File: src/design/multilevel_feedback_queue_scheduler_defines.svh
// assertion macros for the multilevel feedback queue scheduler
`ifndef MULTILEVEL_FEEDBACK_QUEUE_SCHEDULER_DEFINES_SVH
`define MULTILEVEL_FEEDBACK_QUEUE_SCHEDULER_DEFINES_SVH

// same-cycle implication
`define MFQS_ASSERT_NOW(label, clk, rst, ante, cons, msg) \
  label: assert property (@(posedge clk) disable iff (rst) (ante) |-> (cons)) \
    else $error(msg);

// next-cycle implication
`define MFQS_ASSERT_NEXT(label, clk, rst, ante, cons, msg) \
  label: assert property (@(posedge clk) disable iff (rst) (ante) |=> (cons)) \
    else $error(msg);

`endif

File: src/design/mfqs_pkg.sv
// shared types, widths and codes for the multilevel feedback queue scheduler
package mfqs_pkg;

  localparam int MAX_LEVELS_DEF  = 4;
  localparam int QUEUE_DEPTH_DEF = 16;

  localparam int ID_W       = 8;
  localparam int WORK_W     = 12;
  localparam int STATUS_W   = 3;
  localparam int LEVEL_W    = 3;
  localparam int NUM_LVL_W  = 3;
  localparam int UNIT_W     = 8;
  localparam int CFG_IDX_W  = 2;
  localparam int CFG_DATA_W = 8;
  localparam int IN_DATA_W  = 24;
  localparam int OUT_DATA_W = 40;

  localparam logic [NUM_LVL_W-1:0] NUM_LEVELS_RST   = 3'd3;
  localparam logic [UNIT_W-1:0]    QUANTUM_UNIT_RST = 8'd10;

  typedef enum logic [STATUS_W-1:0] {
    ST_ADDED   = 3'd0,
    ST_FULL    = 3'd1,
    ST_DONE    = 3'd2,
    ST_DEMOTED = 3'd3,
    ST_IDLE    = 3'd4
  } status_t;

  typedef enum logic [CFG_IDX_W-1:0] {
    REG_NUM_LEVELS   = 2'd0,
    REG_QUANTUM_UNIT = 2'd1
  } cfg_reg_t;

  typedef enum logic {
    MODE_ADD      = 1'b0,
    MODE_DISPATCH = 1'b1
  } mode_t;

  typedef struct packed {
    logic [ID_W-1:0]   task_id;
    logic [WORK_W-1:0] work;
  } entry_t;

  typedef struct packed {
    status_t             status;
    logic [ID_W-1:0]     task_id;
    logic [LEVEL_W-1:0]  level;
    logic [WORK_W-1:0]   run_time;
    logic [WORK_W-1:0]   remaining;
    logic                idle;
  } res_t;

endpackage

File: src/design/mfqs_store.sv
// task entry memory, one ring of slots per level
module mfqs_store #(
  parameter int DEPTH = mfqs_pkg::MAX_LEVELS_DEF * mfqs_pkg::QUEUE_DEPTH_DEF
) (
  input  logic                     clk,
  input  logic                     rd_en,
  input  logic [$clog2(DEPTH)-1:0] rd_addr,
  output mfqs_pkg::entry_t         rd_data,
  input  logic                     wr_en,
  input  logic [$clog2(DEPTH)-1:0] wr_addr,
  input  mfqs_pkg::entry_t         wr_data
);

  mfqs_pkg::entry_t mem [DEPTH];

  always_ff @(posedge clk) begin
    if (wr_en) begin
      mem[wr_addr] <= wr_data;
    end
  end

  always_ff @(posedge clk) begin
    if (rd_en) begin
      rd_data <= mem[rd_addr];
    end
  end

endmodule

File: src/design/mfqs_ctrl.sv
// level bookkeeping, level selection and dispatch arithmetic
module mfqs_ctrl #(
  parameter int MAX_LEVELS  = mfqs_pkg::MAX_LEVELS_DEF,
  parameter int QUEUE_DEPTH = mfqs_pkg::QUEUE_DEPTH_DEF
) (
  input  logic                                    clk,
  input  logic                                    rst,
  input  logic [mfqs_pkg::NUM_LVL_W-1:0]          num_levels,
  input  logic [mfqs_pkg::UNIT_W-1:0]             quantum_unit,
  input  mfqs_pkg::mode_t                         mode,
  input  logic [mfqs_pkg::ID_W-1:0]               task_id,
  input  logic [mfqs_pkg::WORK_W-1:0]             work_amount,
  input  logic                                    exec,
  output logic [$clog2(MAX_LEVELS*QUEUE_DEPTH)-1:0] rd_addr,
  input  mfqs_pkg::entry_t                        rd_data,
  output logic                                    wr_en,
  output logic [$clog2(MAX_LEVELS*QUEUE_DEPTH)-1:0] wr_addr,
  output mfqs_pkg::entry_t                        wr_data,
  output mfqs_pkg::res_t                          res
);

  localparam int LW = $clog2(MAX_LEVELS);
  localparam int SW = $clog2(QUEUE_DEPTH);
  localparam int CW = $clog2(QUEUE_DEPTH + 1);
  localparam int AW = $clog2(MAX_LEVELS * QUEUE_DEPTH);
  localparam int NW = $clog2(MAX_LEVELS + 1);
  localparam int QW = mfqs_pkg::UNIT_W + NW;
  localparam int XW = (QW > mfqs_pkg::WORK_W) ? QW : mfqs_pkg::WORK_W;

  logic [SW-1:0] head       [MAX_LEVELS];
  logic [SW-1:0] head_next  [MAX_LEVELS];
  logic [CW-1:0] count      [MAX_LEVELS];
  logic [CW-1:0] count_next [MAX_LEVELS];
  logic [CW-1:0] total;
  logic [CW-1:0] total_next;

  logic                        found;
  logic [LW-1:0]               sel;
  logic [LW-1:0]               nxt;
  logic [NW-1:0]               lim;
  logic [NW-1:0]               lvl_num;
  logic [QW-1:0]               quantum;
  logic [mfqs_pkg::WORK_W-1:0] left;
  logic [mfqs_pkg::WORK_W-1:0] charge;
  logic                        fits;
  logic                        last;

  function automatic logic [SW-1:0] ring_tail(input logic [SW-1:0] h, input logic [CW-1:0] c);
    logic [CW:0] sum;
    sum = (CW+1)'(h) + (CW+1)'(c);
    if (sum >= (CW+1)'(QUEUE_DEPTH)) begin
      sum = sum - (CW+1)'(QUEUE_DEPTH);
    end
    return sum[SW-1:0];
  endfunction

  function automatic logic [AW-1:0] slot_addr(input logic [LW-1:0] l, input logic [SW-1:0] s);
    return AW'(l) * AW'(QUEUE_DEPTH) + AW'(s);
  endfunction

  // lowest-numbered non-empty level
  always_comb begin
    found = 1'b0;
    sel   = '0;
    for (int i = MAX_LEVELS - 1; i >= 0; i--) begin
      if (count[i] != '0) begin
        found = 1'b1;
        sel   = LW'(i);
      end
    end
  end

  always_comb begin
    if (num_levels == '0) begin
      lim = NW'(1);
    end else if (int'(num_levels) > MAX_LEVELS) begin
      lim = NW'(MAX_LEVELS);
    end else begin
      lim = NW'(num_levels);
    end
  end

  assign nxt     = (sel == LW'(MAX_LEVELS - 1)) ? sel : sel + LW'(1);
  assign lvl_num = NW'(sel) + NW'(1);
  assign quantum = QW'(lvl_num) * QW'(quantum_unit);
  assign left    = rd_data.work;
  assign charge  = mfqs_pkg::WORK_W'(quantum);
  assign fits    = XW'(left) <= XW'(quantum);
  assign last    = lvl_num >= lim;
  assign rd_addr = slot_addr(sel, head[sel]);

  always_comb begin
    head_next  = head;
    count_next = count;
    total_next = total;
    wr_en      = 1'b0;
    wr_addr    = slot_addr('0, ring_tail(head[0], count[0]));
    wr_data    = '{task_id: task_id, work: work_amount};
    res        = '0;
    res.status = mfqs_pkg::ST_IDLE;
    if (exec) begin
      if (mode == mfqs_pkg::MODE_ADD) begin
        res.task_id = task_id;
        if (total >= CW'(QUEUE_DEPTH)) begin
          res.status = mfqs_pkg::ST_FULL;
        end else begin
          wr_en         = 1'b1;
          count_next[0] = count[0] + CW'(1);
          total_next    = total + CW'(1);
          res.status    = mfqs_pkg::ST_ADDED;
          res.level     = mfqs_pkg::LEVEL_W'(1);
          res.remaining = work_amount;
        end
      end else if (found) begin
        head_next[sel]  = (head[sel] == SW'(QUEUE_DEPTH - 1)) ? '0 : head[sel] + SW'(1);
        count_next[sel] = count[sel] - CW'(1);
        total_next      = total - CW'(1);
        res.task_id     = rd_data.task_id;
        res.level       = mfqs_pkg::LEVEL_W'(lvl_num);
        if (fits || last) begin
          res.status   = mfqs_pkg::ST_DONE;
          res.run_time = left;
        end else begin
          res.status      = mfqs_pkg::ST_DEMOTED;
          res.run_time    = charge;
          res.remaining   = left - charge;
          wr_en           = 1'b1;
          wr_addr         = slot_addr(nxt, ring_tail(head[nxt], count[nxt]));
          wr_data         = '{task_id: rd_data.task_id, work: left - charge};
          count_next[nxt] = count[nxt] + CW'(1);
          total_next      = total;
        end
      end
    end
    res.idle = (total_next == '0);
  end

  always_ff @(posedge clk) begin
    if (rst) begin
      for (int i = 0; i < MAX_LEVELS; i++) begin
        head[i]  <= '0;
        count[i] <= '0;
      end
      total <= '0;
    end else begin
      head  <= head_next;
      count <= count_next;
      total <= total_next;
    end
  end

endmodule

File: src/design/multilevel_feedback_queue_scheduler.sv
// top level of the multilevel feedback queue scheduler
//
// s_* carries add and dispatch requests: s_tuser is the mode (add or
// dispatch), s_tdata the task id and work amount. m_* returns one result
// per request: m_tuser is the status code, m_tdata the task id, level,
// run time, remaining work and the idle flag. cfg_* writes num_levels
// (index 0) and quantum_unit (index 1); it is always ready. It is to be
// written only while no request is in flight; the block does not enforce it.
// A request is accepted at one edge; at that edge the head entry of the
// lowest non-empty level is read from the entry memory. Once the result
// register is free, the entry is updated and written back to its new
// level and the result register loads. The registered read of the entry
// memory comes ahead of the write-back; s_tready is low while a request
// is in flight, until the result register loads.
// When the receiver stalls, the result holds in the output register; the
// next request is still accepted and finishes once that register frees up.
// Reset empties all levels and restores num_levels 3 and quantum_unit 10;
// the entry memory itself is not cleared.
`include "multilevel_feedback_queue_scheduler_defines.svh"

module multilevel_feedback_queue_scheduler #(
  parameter int MAX_LEVELS  = mfqs_pkg::MAX_LEVELS_DEF,
  parameter int QUEUE_DEPTH = mfqs_pkg::QUEUE_DEPTH_DEF
) (
  input  logic                            clk,
  input  logic                            rst,
  input  logic                            s_tvalid,
  output logic                            s_tready,
  input  logic [mfqs_pkg::IN_DATA_W-1:0]  s_tdata,   // task_id, work_amount, zero pad
  input  logic                            s_tuser,   // mode
  output logic                            m_tvalid,
  input  logic                            m_tready,
  output logic [mfqs_pkg::OUT_DATA_W-1:0] m_tdata,   // task_id_res, level, run_time,
                                                     // remaining, idle, zero pad
  output logic [mfqs_pkg::STATUS_W-1:0]   m_tuser,   // status
  input  logic                            cfg_valid,
  output logic                            cfg_ready,
  input  logic [mfqs_pkg::CFG_IDX_W-1:0]  cfg_index,
  input  logic [mfqs_pkg::CFG_DATA_W-1:0] cfg_data
);

  localparam int AW    = $clog2(MAX_LEVELS * QUEUE_DEPTH);
  localparam int PAD_W = mfqs_pkg::OUT_DATA_W - $bits(mfqs_pkg::res_t) + mfqs_pkg::STATUS_W;

  logic                          busy;
  mfqs_pkg::mode_t               mode;
  logic [mfqs_pkg::ID_W-1:0]     task_id;
  logic [mfqs_pkg::WORK_W-1:0]   work_amount;
  logic [mfqs_pkg::NUM_LVL_W-1:0] num_levels;
  logic [mfqs_pkg::UNIT_W-1:0]   quantum_unit;
  logic                          accept;
  logic                          exec;
  logic [AW-1:0]                 rd_addr;
  logic [AW-1:0]                 wr_addr;
  logic                          wr_en;
  mfqs_pkg::entry_t              rd_data;
  mfqs_pkg::entry_t              wr_data;
  mfqs_pkg::res_t                res;
  mfqs_pkg::res_t                res_q;

  assign s_tready  = !busy;
  assign cfg_ready = 1'b1;
  assign accept    = s_tvalid && s_tready;
  assign exec      = busy && (!m_tvalid || m_tready);

  always_ff @(posedge clk) begin
    if (rst) begin
      num_levels   <= mfqs_pkg::NUM_LEVELS_RST;
      quantum_unit <= mfqs_pkg::QUANTUM_UNIT_RST;
    end else if (cfg_valid && cfg_ready) begin
      case (cfg_index)
        mfqs_pkg::REG_NUM_LEVELS:   num_levels   <= cfg_data[mfqs_pkg::NUM_LVL_W-1:0];
        mfqs_pkg::REG_QUANTUM_UNIT: quantum_unit <= cfg_data[mfqs_pkg::UNIT_W-1:0];
        default: ;
      endcase
    end
  end

  // input register
  always_ff @(posedge clk) begin
    if (accept) begin
      mode        <= mfqs_pkg::mode_t'(s_tuser);
      task_id     <= s_tdata[mfqs_pkg::ID_W-1:0];
      work_amount <= s_tdata[mfqs_pkg::ID_W +: mfqs_pkg::WORK_W];
    end
  end

  always_ff @(posedge clk) begin
    if (rst) begin
      busy <= 1'b0;
    end else if (accept) begin
      busy <= 1'b1;
    end else if (exec) begin
      busy <= 1'b0;
    end
  end

  mfqs_store #(
    .DEPTH (MAX_LEVELS * QUEUE_DEPTH)
  ) u_store (
    .clk     (clk),
    .rd_en   (accept),
    .rd_addr (rd_addr),
    .rd_data (rd_data),
    .wr_en   (wr_en),
    .wr_addr (wr_addr),
    .wr_data (wr_data)
  );

  mfqs_ctrl #(
    .MAX_LEVELS  (MAX_LEVELS),
    .QUEUE_DEPTH (QUEUE_DEPTH)
  ) u_ctrl (
    .clk          (clk),
    .rst          (rst),
    .num_levels   (num_levels),
    .quantum_unit (quantum_unit),
    .mode         (mode),
    .task_id      (task_id),
    .work_amount  (work_amount),
    .exec         (exec),
    .rd_addr      (rd_addr),
    .rd_data      (rd_data),
    .wr_en        (wr_en),
    .wr_addr      (wr_addr),
    .wr_data      (wr_data),
    .res          (res)
  );

  // result register
  always_ff @(posedge clk) begin
    if (rst) begin
      m_tvalid <= 1'b0;
    end else if (exec) begin
      m_tvalid <= 1'b1;
    end else if (m_tready) begin
      m_tvalid <= 1'b0;
    end
  end

  always_ff @(posedge clk) begin
    if (exec) begin
      res_q <= res;
    end
  end

  assign m_tuser = res_q.status;
  assign m_tdata = {PAD_W'(0), res_q.idle, res_q.remaining, res_q.run_time,
                    res_q.level, res_q.task_id};

  `MFQS_ASSERT_NEXT(a_accept_busy, clk, rst, accept, busy && !s_tready,
                    "accepted transaction not in flight")
  `MFQS_ASSERT_NEXT(a_exec_result, clk, rst, exec, m_tvalid && !busy,
                    "executed transaction gave no result")
  `MFQS_ASSERT_NOW(a_idle_result, clk, rst,
                   m_tvalid && (res_q.status == mfqs_pkg::ST_IDLE),
                   res_q.idle && (res_q.task_id == '0),
                   "idle result with queued task")

endmodule

File: config.mk
export PLATFORM = sky130hd
export DESIGN_NAME = multilevel_feedback_queue_scheduler
export DESIGN_NICKNAME = d
export VERILOG_FILES = /design/src/design/mfqs_pkg.sv /design/src/design/mfqs_store.sv /design/src/design/mfqs_ctrl.sv /design/src/design/multilevel_feedback_queue_scheduler.sv
export VERILOG_INCLUDE_DIRS = /design/src /design/src/design
export SDC_FILE = /design/constraint.sdc
export NUM_CORES = 2
export LEC_CHECK = 0
export BUFFER_PORTS_ARGS = -buffer_cell sky130_fd_sc_hd__buf_2
export CORE_UTILIZATION = 55
export CTS_BUF_LIST = sky130_fd_sc_hd__clkbuf_8
export CTS_CLUSTER_DIAMETER = 50
export DETAILED_ROUTE_END_ITERATION = 10
export MAX_ROUTING_LAYER = met4
export PLACE_DENSITY = 0.79
export SLEW_MARGIN = 40
export SYNTH_ARGS = -nofsm -noshare
export SYNTH_HDL_FRONTEND = slang
export SYNTH_SLANG_ARGS = --single-unit
File: constraint.sdc
create_clock -name clk -period 12.32 [get_ports clk]
set_clock_uncertainty 0.05 [all_clocks]
set_input_delay 1.232 -clock clk [delete_from_list [all_inputs] [get_ports clk]]
set_output_delay 1.232 -clock clk [all_outputs]
set_load 0.05 [all_outputs]
==> key figures <==
Run status
  • Status: complete, no violations

Cells and area
  • Fill cells: between 7000 and 8000
  • Ratio of cells with drive above 1 in the final layout: about 14%
  • Final net count: ~4300
  • Post-layout util: between 60 and 70%
  • Post-route insts no fill: slightly below 6000
  • Syn-to-layout area delta: 10.8%
  • Most common cell after layout, fill and taps aside: edfxtp_1
  • Commonest cells after routing, fill and taps aside: edfxtp_1 (1360), a211oi_1 (478), and3_1 (467)

Synth
  • Post-synthesis sequential area ratio: a little over 70%
  • Post-synthesis average cell area: approximately 14 sq um
  • Cell count after synthesis: slightly above 4000
  • Ys async rst share: 0%
  • Synth warn: 0
  • Synth unique cells: 75
  • Synth Register Bits: around 1400
  • Synth Flop Type: edfxtp_1
  • Mapped cell area: around 60000 sq um
  • EDFF count, synth: roughly 1400

Clock network
  • TritonCTS Buffers: 208
  • Max H-tree Level: 4
  • Clk_lat worst skew: 0.93 ns
  • CTS sink count: around 1400
  • Clock Path Buffers: 3
  • Post-cts gate resize count: 0
  • CTS Hold Bufs: 0
  • Clock Root Buffer: clkbuf_8
  • CTS tree: done
  • Clock slew at reported path FFs: about 0.060 ns
  • # Post-CTS Setup Buffers: 0

Global routing
  • Number of antenna violations at the first check in global routing: 8
  • GRT Util Overall: between 20% and 30%
  • First-pass GRT wire length: between 200000 and 250000 um
  • Vias in the first global route: 36900
  • Largest net degree at the start of global routing: 167
  • Grt total ovfl: 0

Critical path
  • FF-to-FF setup slack: about 2.9 ns
  • Arrival time worst endpoint: ~9.9 ns
  • Reg2reg end: u_store.mem[24][4]
  • Worst path max stage delay: 0.79 ns
  • Worst EP required: 12.82 ns
  • Critical-path maximum fanout: 33
  • Crit start category: flop
  • Worst path slowest cell: nand4b_1
  • Critical Path Sink Type: flop
  • Worst r2r src: u_ctrl.count[16]
  • Crit Path Class: reg2reg
  • Most used cell, CP: ha_1
  • R2R cell count: 26

Placement
  • Port Buffer Count: 76
  • Routability cong.: about 0.95
  • Final HPWL from detailed placement: 91500 um
  • Inst Count DP: approximately 5400

Route
  • Detailed Route WL: 158000 um
  • Via density: 6.68
  • DR iter-0 viols: approximately 5300
  • WL/cell: between 20 and 30 um
  • Detailed-route via count: roughly 39000
  • Antenna-violating nets left: 0
  • TritonRoute pass-1 iters: 6
  • Residual DRC count: 0

Floorplanning
  • Core Region: approximately 110000 sq um
  • Die Y: between 300 and 400 um
  • Die ar.: approximately 110000 sq um
  • Width of the die: about 330 um
  • Io pins: 86
  • Initial Util: 55.8%
  • Row count: around 120

STA
  • Final Hold Viols: 0
  • Max_slew headroom: roughly 27%
  • Hold WS: roughly 0.45 ns
  • Setup TNS: 0 ns
  • Max-slew violations: 0
  • FMAX: 0.106 GHz
  • Slew @ Worst Pin: 1.09 ns
  • Final setup vio count: 0
  • Minimum clock period: ~9.4 ns
  • RSZ-0062 raised after global routing: no
  • Fin crit share: about three quarters

Hold path
  • Worst Hold End: u_ctrl.head[8]
  • Min-delay src: u_ctrl.head[8]
  • Hold depth: 2
  • Hold Crit Class: reg2reg

Run
  • Maxcap violations: 0
[worst max-delay path, delay by kind of cell, from the launching register on]
family	cells	cell delay, ns
AND/OR/NAND/NOR	7	2.66
buffers and inverters	5	1.02
adder cells (fa/ha/maj)	7	2.80
flip-flops	1	0.44
AO/OA/AOI/OAI	7	2.08
[cells by family (layout without fill, tap and decap cells)]
logic type | count (synthesis) | in the layout | synth area share [%]
adders and majority gates | 54 | 54 | 1.26
AOI/OAI and AO/OA | 1047 | 1047 | 12.3
DFF | 1414 | 1414 | 71.0
and+or+nand+nor | 1049 | 1049 | 9.57
buffers and inverters | 388 | 631 | 2.77
other | 2 | 17 | 0.0127
muxes | 148 | 148 | 2.69
xor gates and xnor gates | 25 | 25 | 0.371
[Yosys cell counts, types with 11 or more instances]
cell	instances	area share [%]
a211oi_1	478	6.1
a21oi_1	70	0.59
mux2i_1	134	2.3
dfxtp_1	54	1.8
a31oi_1	48	0.51
nand3_1	43	0.36
nand2_1	260	1.7
edfxtp_1	1360	69
nor2b_1	15	0.16
inv_1	42	0.27
o21ai_1	11	0.093
o2111ai_1	40	0.59
xnor2_1	18	0.27
buf_2	61	0.52
buf_1	21	0.13
clkbuf_1	237	1.5
nand4_1	69	0.73
nor3_1	79	0.67
a311oi_1	30	0.45
buf_4	15	0.19
and3_1	467	4.9
nor2_1	72	0.46
ha_1	42	0.89
o21ai_0	229	1.9
a221oi_1	64	0.95
[worst max path at each step]
| stage | start | to | slack [ns] | depth (start not counted) |
|---|---|---|---|---|
| 2_1_floorplan | u_ctrl.count[15] | u_store.mem[0][0] | 3.03 | 27 |
| 3_3_place_gp | u_ctrl.count[16] | u_store.mem[61][12] | 2.63 | 26 |
| 3_5_place_dp | u_ctrl.count[16] | u_store.mem[63][9] | 3.08 | 26 |
| 4_1_cts | u_ctrl.count[16] | u_store.mem[24][4] | 3.00 | 26 |
| 5_1_grt | u_ctrl.count[16] | u_store.mem[24][4] | 2.30 | 26 |
| 6_report | u_ctrl.count[16] | u_store.mem[24][4] | 2.88 | 26 |
[final cells by class]
class	instances	area [sq um]	share of cell area (%)
multi-input cells	2328	16100	24.7
well taps	1391	1740	2.66
clock buffers	212	2920	4.46
repair buffers	220	1650	2.52
clock inverters	152	796	1.22
flip-flops and latches	1414	41900	64.1
diodes	12	30.0	0.0459
inverters	47	184	0.281
[state kept, by name, indices dropped and copies added (netlist names)]
name             count
u_store.mem       1280
mode                 1
u_ctrl.count        20
work_amount         12
m_tdata             36
u_ctrl.head         16
m_tvalid             1
u_ctrl.total         5
u_store.rd_data     20
quantum_unit         8
num_levels           3
task_id              8
busy                 1
m_tuser              3
[routing by layer]
layer / routed length (um) / share of wire (%) / vias up / global-route usage, %
met4: 8080 / 5.1 / 0 / 14.6
li1: - / - / 16700 / -
met5: 0 / 0 / - / -
met3: 18200 / 11 / 443 / 7.75
met1: 58200 / 37 / 19000 / 37.3
met2: 73600 / 47 / 2424 / 44.6
[stage by stage]
| stage | setup WS (ns) | cell area (sq um) |
|---|---|---|
| global placement | 2.63 | 61300 |
| CTS | 3.00 | 65200 |
| floorplan | 3.03 | 59000 |
| global route | 2.30 | 65400 |
| detailed placement | 3.08 | 61500 |
| finish | 2.88 | 65400 |
Power is left out: the tool's default activity adds up to more than one toggle a clock period on the data nets, which glitch-free logic cannot reach.
